<file path="src/rtl/e8080iu_pkg.sv">
package e8080iu_pkg;

  typedef enum logic [3:0] {
    ACT_PLAIN = 4'd0,
    ACT_DSUB  = 4'd1,
    ACT_DCMP  = 4'd2,
    ACT_DADC  = 4'd3,
    ACT_ANX   = 4'd4,
    ACT_ORX   = 4'd5,
    ACT_XRX   = 4'd6,
    ACT_LHLX  = 4'd7,
    ACT_SHLX  = 4'd8,
    ACT_JOF   = 4'd9,
    ACT_SMF0  = 4'd10,
    ACT_SMF1  = 4'd11,
    ACT_RS    = 4'd12,
    ACT_MB    = 4'd13
  } action_e;

  typedef enum logic [1:0] {
    PFX_IDLE   = 2'd0,
    PFX_ACTIVE = 2'd1,
    PFX_ARMED  = 2'd2
  } pfx_e;

  localparam int unsigned FlagCy = 0;
  localparam int unsigned FlagP  = 2;
  localparam int unsigned FlagOf = 5;
  localparam int unsigned FlagZ  = 6;
  localparam int unsigned FlagS  = 7;

  localparam logic [7:0] XchgOpcode = 8'hEB;

  localparam logic [3:0] TsOp    = 4'd10;
  localparam logic [3:0] TsPfx   = 4'd4;
  localparam logic [3:0] TsSmf0  = 4'd8;
  localparam logic [3:0] TsSmf1  = 4'd9;
  localparam logic [3:0] TsPlain = 4'd0;

  localparam int unsigned InDataW  = 128;
  localparam int unsigned InUserW  = 4;
  localparam int unsigned OutDataW = 80;

  typedef struct packed {
    logic [3:0]  action;
    logic [15:0] hl_in;
    logic [15:0] pair_value;
    logic [7:0]  acc;
    logic [7:0]  flags_in;
    logic [7:0]  mem_byte;
    logic [15:0] mem_word;
    logic [15:0] de_value;
    logic [7:0]  next_opcode;
    logic [15:0] jump_target;
    logic [15:0] pc_in;
  } in_item_t;

  typedef struct packed {
    logic [15:0] hl_out;
    logic [7:0]  flags_out;
    logic        write_enable;
    logic        write_is_word;
    logic [15:0] write_address;
    logic [15:0] write_data;
    logic [15:0] pc_out;
    logic        data_bank;
    logic        prefix_pending;
    logic [3:0]  t_states;
  } out_item_t;

  typedef struct packed {
    logic [15:0] alt_hl;
    logic        bank_flag;
    pfx_e        mb_state;
    pfx_e        rs_state;
  } unit_state_t;

endpackage

</file>
<file path="src/rtl/e8080iu_exec.sv">
module e8080iu_exec import e8080iu_pkg::*; (
  input  in_item_t    item_i,
  input  unit_state_t state_i,
  output unit_state_t state_o,
  output out_item_t   result_o
);

  logic [16:0] diff;
  logic [16:0] sum;
  logic [7:0]  lres;
  logic        mb_active;
  logic        borrow;
  logic [15:0] hl;
  logic [15:0] alt;
  logic [7:0]  flags;
  logic        bank;
  pfx_e        rs_st;
  pfx_e        mb_st;
  out_item_t   res;

  always_comb begin
    mb_active = (state_i.mb_state != PFX_IDLE);
    borrow    = mb_active & item_i.flags_in[FlagCy];
    diff      = {1'b0, item_i.hl_in} - {1'b0, item_i.pair_value} - {16'd0, borrow};
    sum       = {1'b0, item_i.hl_in} + {1'b0, item_i.pair_value}
              + {16'd0, item_i.flags_in[FlagCy]};
    case (action_e'(item_i.action))
      ACT_ANX: lres = item_i.mem_byte & item_i.acc;
      ACT_ORX: lres = item_i.mem_byte | item_i.acc;
      default: lres = item_i.mem_byte ^ item_i.acc;
    endcase

    hl    = item_i.hl_in;
    alt   = state_i.alt_hl;
    flags = item_i.flags_in;
    bank  = state_i.bank_flag;
    rs_st = state_i.rs_state;
    mb_st = state_i.mb_state;
    res   = '0;
    res.pc_out = item_i.pc_in;
    res.t_states = TsPlain;

    case (action_e'(item_i.action))
      ACT_DSUB, ACT_DCMP: begin
        if (action_e'(item_i.action) == ACT_DSUB) begin
          hl = diff[15:0];
        end
        flags[FlagS]  = diff[15];
        flags[FlagZ]  = (diff[15:0] == 16'd0);
        flags[FlagCy] = diff[16];
        res.t_states  = TsOp;
      end
      ACT_DADC: begin
        hl            = sum[15:0];
        flags[FlagCy] = sum[16];
        res.t_states  = TsOp;
      end
      ACT_ANX, ACT_ORX, ACT_XRX: begin
        res.write_enable  = 1'b1;
        res.write_address = item_i.hl_in;
        res.write_data    = {8'd0, lres};
        flags[FlagS]  = lres[7];
        flags[FlagZ]  = (lres == 8'd0);
        flags[FlagP]  = ~^lres;
        flags[FlagCy] = 1'b0;
        res.t_states  = TsOp;
      end
      ACT_LHLX: begin
        hl           = item_i.mem_word;
        res.t_states = TsOp;
      end
      ACT_SHLX: begin
        res.write_enable  = 1'b1;
        res.write_is_word = 1'b1;
        res.write_address = item_i.de_value;
        res.write_data    = item_i.hl_in;
        res.t_states      = TsOp;
      end
      ACT_JOF: begin
        res.pc_out   = item_i.flags_in[FlagOf] ? item_i.jump_target : item_i.pc_in + 16'd2;
        res.t_states = TsOp;
      end
      ACT_SMF0, ACT_SMF1: begin
        bank         = (action_e'(item_i.action) == ACT_SMF1);
        res.pc_out   = item_i.pc_in + 16'd1;
        res.t_states = bank ? TsSmf1 : TsSmf0;
      end
      ACT_RS: begin
        if (item_i.next_opcode != XchgOpcode && state_i.rs_state == PFX_IDLE) begin
          hl    = state_i.alt_hl;
          alt   = item_i.hl_in;
          rs_st = PFX_ARMED;
        end
        res.t_states = TsPfx;
      end
      ACT_MB: begin
        mb_st        = PFX_ARMED;
        mb_active    = 1'b1;
        res.t_states = TsPfx;
      end
      default: ;
    endcase

    res.data_bank = bank ^ mb_active;

    // retire prefixes; an active RS swaps back here
    case (rs_st)
      PFX_ARMED:  rs_st = PFX_ACTIVE;
      PFX_ACTIVE: begin
        res.hl_out = alt;
        alt        = hl;
        rs_st      = PFX_IDLE;
      end
      default:    rs_st = PFX_IDLE;
    endcase
    if (state_i.rs_state != PFX_ACTIVE) begin
      res.hl_out = hl;
    end
    mb_st = (mb_st == PFX_ARMED) ? PFX_ACTIVE : PFX_IDLE;

    res.flags_out      = flags;
    res.prefix_pending = (rs_st != PFX_IDLE) || (mb_st != PFX_IDLE);

    state_o.alt_hl    = alt;
    state_o.bank_flag = bank;
    state_o.mb_state  = mb_st;
    state_o.rs_state  = rs_st;
    result_o          = res;
  end

endmodule

</file>
<file path="src/rtl/e8080iu_state.sv">
module e8080iu_state import e8080iu_pkg::*; (
  input  logic        clk_i,
  input  logic        rst_ni,
  input  logic        en_i,
  input  unit_state_t state_d_i,
  output unit_state_t state_q_o
);

  unit_state_t state_q;

  always_ff @(posedge clk_i or negedge rst_ni) begin
    if (!rst_ni) begin
      state_q <= '{alt_hl: 16'd0, bank_flag: 1'b0, mb_state: PFX_IDLE, rs_state: PFX_IDLE};
    end else if (en_i) begin
      state_q <= state_d_i;
    end
  end

  assign state_q_o = state_q;

endmodule

</file>
<file path="src/rtl/extended_8080_instruction_unit_core.sv">
// channel  | valid / ready                   | payload
// ---------+---------------------------------+-------------------------------
// input    | s_axis_tvalid_i/s_axis_tready_o | s_axis_tdata_i, s_axis_tuser_i
// output   | m_axis_tvalid_o/m_axis_tready_i | m_axis_tdata_o
//
// One instruction per cycle sustained while m_axis_tready_i stays high; an instruction passes through
// the input register, then through the execute logic into the result register.
// The prefix/bank state updates when a word moves from input to result register.
// rst_ni clears valids and prefix state (alt HL and bank flag to zero).
// A stalled result holds while the input register can still take one more word if it is empty.
module extended_8080_instruction_unit_core import e8080iu_pkg::*; (
  input  logic                clk_i,
  input  logic                rst_ni,
  input  logic                s_axis_tvalid_i,
  output logic                s_axis_tready_o,
  // hl_in, pair_value, acc, flags_in, mem_byte, mem_word, de_value,
  // next_opcode, jump_target, pc_in
  input  logic [InDataW-1:0]  s_axis_tdata_i,
  // action
  input  logic [InUserW-1:0]  s_axis_tuser_i,
  output logic                m_axis_tvalid_o,
  input  logic                m_axis_tready_i,
  // hl_out, flags_out, write_enable, write_is_word, write_address,
  // write_data, pc_out, data_bank, prefix_pending, t_states
  output logic [OutDataW-1:0] m_axis_tdata_o
);

  in_item_t    in_q, in_d;
  logic        in_valid_q, in_valid_d;
  out_item_t   out_q, out_d;
  logic        out_valid_q, out_valid_d;
  logic        advance;
  logic        s_accept;
  unit_state_t state_q, state_d;

  assign advance         = in_valid_q && (!out_valid_q || m_axis_tready_i);
  assign s_axis_tready_o = !in_valid_q || advance;
  assign s_accept        = s_axis_tvalid_i && s_axis_tready_o;

  always_comb begin
    in_d.action      = s_axis_tuser_i;
    in_d.hl_in       = s_axis_tdata_i[15:0];
    in_d.pair_value  = s_axis_tdata_i[31:16];
    in_d.acc         = s_axis_tdata_i[39:32];
    in_d.flags_in    = s_axis_tdata_i[47:40];
    in_d.mem_byte    = s_axis_tdata_i[55:48];
    in_d.mem_word    = s_axis_tdata_i[71:56];
    in_d.de_value    = s_axis_tdata_i[87:72];
    in_d.next_opcode = s_axis_tdata_i[95:88];
    in_d.jump_target = s_axis_tdata_i[111:96];
    in_d.pc_in       = s_axis_tdata_i[127:112];
    in_valid_d  = s_accept ? 1'b1 : (advance ? 1'b0 : in_valid_q);
    out_valid_d = advance ? 1'b1 : (m_axis_tready_i ? 1'b0 : out_valid_q);
  end

  e8080iu_exec u_exec (
    .item_i   (in_q),
    .state_i  (state_q),
    .state_o  (state_d),
    .result_o (out_d)
  );

  e8080iu_state u_state (
    .clk_i     (clk_i),
    .rst_ni    (rst_ni),
    .en_i      (advance),
    .state_d_i (state_d),
    .state_q_o (state_q)
  );

  always_ff @(posedge clk_i or negedge rst_ni) begin
    if (!rst_ni) begin
      in_valid_q  <= 1'b0;
      out_valid_q <= 1'b0;
    end else begin
      in_valid_q  <= in_valid_d;
      out_valid_q <= out_valid_d;
    end
  end

  always_ff @(posedge clk_i) begin
    if (s_accept) begin
      in_q <= in_d;
    end
    if (advance) begin
      out_q <= out_d;
    end
  end

  assign m_axis_tvalid_o = out_valid_q;
  assign m_axis_tdata_o  = {out_q.t_states, out_q.prefix_pending, out_q.data_bank,
                            out_q.pc_out, out_q.write_data, out_q.write_address,
                            out_q.write_is_word, out_q.write_enable,
                            out_q.flags_out, out_q.hl_out};

endmodule

</file>
<file path="config.mk">
export PLATFORM = sky130hd
export DESIGN_NAME = extended_8080_instruction_unit_core
export DESIGN_NICKNAME = d
export VERILOG_FILES = /design/src/rtl/e8080iu_pkg.sv /design/src/rtl/e8080iu_exec.sv /design/src/rtl/e8080iu_state.sv /design/src/rtl/extended_8080_instruction_unit_core.sv
export SDC_FILE = /design/constraint.sdc
export NUM_CORES = 1
export LEC_CHECK = 0
export ABC_AREA = 1
export BUFFER_PORTS_ARGS = -buffer_cell sky130_fd_sc_hd__buf_2
export CAP_MARGIN = 40
export CELL_PAD_IN_SITES_DETAIL_PLACEMENT = 2
export CELL_PAD_IN_SITES_GLOBAL_PLACEMENT = 2
export CORE_MARGIN = 1
export CORE_UTILIZATION = 30
export CTS_CLUSTER_SIZE = 12
export DETAILED_ROUTE_END_ITERATION = 8
export PLACE_DENSITY_LB_ADDON = 0.1
export SLEW_MARGIN = 20
export SYNTH_ARGS = -nofsm -noshare
export SYNTH_HDL_FRONTEND = slang
export SYNTH_SLANG_ARGS = --single-unit
</file>
<file path="constraint.sdc">
create_clock -name clk_i -period 4.84 [get_ports clk_i]
set_input_delay 0.726 -clock clk_i [delete_from_list [all_inputs] [get_ports clk_i]]
set_output_delay 0.726 -clock clk_i [all_outputs]
set_load 0.02 [all_outputs]
</file>
==> metrics.cfg <==
[setup_path]
r2r_slack_ns = 1.53
r2r-end = m_axis_tdata_o[14]$_DFFE_PP_
required_ns = 5.13
reg2reg_from = in_q[124]$_DFFE_PP_
cp-start-kind = flop
cp.arrival_ns = 3.60
end_kind = flop
critPathKind = reg2reg
crit_path_max_fanout = 7
reg2regPathDepth = 14

[yosys]
syn_nets = 1591
ys_types = 52
netlist_area_mm2 = 0.0127
ys_async_sr_fraction = 0.0901
syn_inst = 1384
synth_warnings = 0
synth_edf_count = 212
ys.flop_type = edfxtp_1
yosysSeqAreaShare = 0.544
synth_seq_cells = 233
avgSynthCellArea_um2 = 9.15

[detailed_routing]
ant_nets = 0
vias_per_cell = 5.01
avgRoutedWirePerCell_um = 22.7
drt_wl_total_mm = 49.2
firstDrtPassIters = 5
via_count = 10900
drt_iter0_drc = 535
drc = 0

[finish]
fin_area_mm2 = 0.0154
layout-drive-gt1-share = 0.186
final_common_cell = nand2_1
fin_nets = 1818
final_cell_mix = nand2_1, buf_2, edfxtp_1
area_growth_pct = 21.2

[min_path]
hp-class = in2async

[sta]
slew_headroom = 0.463
final.setup.tns_ns = 0
finalMaxSlewViolations = 0
hold_viol = 0
post-route-min-period_ns = 3.31
clock_skew_ns = 0.0141
rsz0062_at_grt = no
setup_viol = 0
holdWs_ns = 0.179
fin_crit_sh = 0.684
max_slew.worst_pin.slew_ns = 0.805
clock.fmax_ghz = 0.302
worst_slack_ns = 1.53

[floorplanning]
die_w_um = 208
die_area_mm2 = 0.0431
start_util = 0.308
ios = 218
core_mm2 = 0.0412
rows = 74
die_y_um = 208

[clock_network]
tritoncts = built
clock_path_buffers = 3
cts_hold_buf = 0
ctsRootBufferMaster = clkbuf_16
ctsResizeCount = 0
path_clk_slew_ns = 0.06
htree_levels = 1
post_cts_buffers = 0
numClockSinks = 233
cts_made_buffers = 29
clk_latency_ns = 0.58

[placement]
hpwl_mm = 37.5
portBuffers = 217
dp_slack_ns = 1.64
placed_area_mm2 = 0.0144
gp_congestion = 0.898

[grt]
grtUsageTotal = 0.229
grt.overflow.total = 0
grt_max_degree = 79
first_global_vias = 11700
grt_pass1_wl_mm = 73.2
antenna_found_initial = 4

[power]
total_power_w = 0.00644
cellLeakagePower_nw = 6.97
power.density_mw_per_mm2 = 420
vdd_drop_max_uv = 263

[run]
max-cap-violations = 0

[outcome]
status = complete, no violations

[kinds of logic (layout without fill, tap and decap cells)]
logic type,Yosys count,after routing,share of synthesized area
other cells,0,1,0
simple gates,633,633,0.209
compound gates,192,192,0.0870
xor+xnor,22,22,0.0152
fa+ha+maj,71,71,0.0725
flops,233,233,0.544
mux,1,1,0.000790
buf+inv,232,480,0.0715
[registers in the layout (all words and copies together), names as in the netlist]
name               count
in_q                 132
in_valid_q             1
m_axis_tdata_o        80
m_axis_tvalid_o        1
u_state.state_q_o     19
[report_power, final]
part	switching (W)	internal, W	leakage, nW	total (W)
Sequential	0.000165	0.00252	2.33	0.00268
Combinational	0.00104	0.000460	4.17	0.00150
Clock	0.000902	0.00136	0.473	0.00227
Total	0.00210	0.00434	6.97	0.00644
[worst max-delay path: stages (launching register included)]
cell and delay [ns]:
edfxtp_1 0.40, inv_1 0.44, ha_1 0.38, inv_1 0.16
ha_1 0.34, nand2_1 0.25, inv_1 0.07, nand2_1 0.07
nand2_1 0.06, a21oi_1 0.20, nand3_1 0.14, nand3_1 0.19
nand2_1 0.09, nor2_1 0.14, a31oi_1 0.09
[cells in the mapped netlist (all sizes together) (5+ instances only)]
cell	count	area, um2
nand2	390	1480
edfxtp	212	6370
inv	199	752
nor2	111	442
o21ai	98	490
nand3	89	468
ha	67	838
a21oi	40	200
dfrtp	21	526
nand4	17	113
buf	16	88.8
clkbuf	15	57.6
nor3	14	70.1
xor2	14	123
o211ai	13	103
o22ai	12	75.1
o221ai	8	70.1
xnor2	8	70.1
a31oi	5	31.3
o21bai	5	37.5
[metal layers]
metal,track usage,vias up,wire length [um]
met3,0.0354,57,2230
met4,0.0584,4,1270
met1,0.309,5458,22600
met2,0.380,261,23100
met5,0,-,24
li1,-,5074,-
[area by class of cell]
| cell class | instances | area, um2 |
|---|---|---|
| well taps | 532 | 666 |
| clock buffers | 41 | 801 |
| multi-input cells | 919 | 4870 |
| repair buffers | 227 | 1180 |
| clock inverters | 11 | 175 |
| flip-flops and latches | 233 | 6890 |
| fillers | 4585 | 25800 |
| diodes | 1 | 2.50 |
| inverters | 201 | 767 |
[metrics by stage]
stage	utilization	cells
floorplan	-	1384
global placement	0.348	2108
detailed placement	0.349	2111
CTS	0.372	2163
global route	0.373	2164
finish	0.373	2165
[worst max-delay path by stage]
| stage | cells past startpoint | from | end |
|---|---|---|---|
| global route | 14 | in_q[124]$_DFFE_PP_ | m_axis_tdata_o[14]$_DFFE_PP_ |
| global placement | 8 | in_q[131]$_DFFE_PP_ | m_axis_tdata_o[3]$_DFFE_PP_ |
| finish | 14 | in_q[124]$_DFFE_PP_ | m_axis_tdata_o[14]$_DFFE_PP_ |
| floorplan | 4 | m_axis_tready_i | in_q[0]$_DFFE_PP_ |
| detailed placement | 14 | in_q[124]$_DFFE_PP_ | m_axis_tdata_o[14]$_DFFE_PP_ |
| CTS | 14 | in_q[124]$_DFFE_PP_ | m_axis_tdata_o[14]$_DFFE_PP_ |
(Power assumes the default switching activity.)
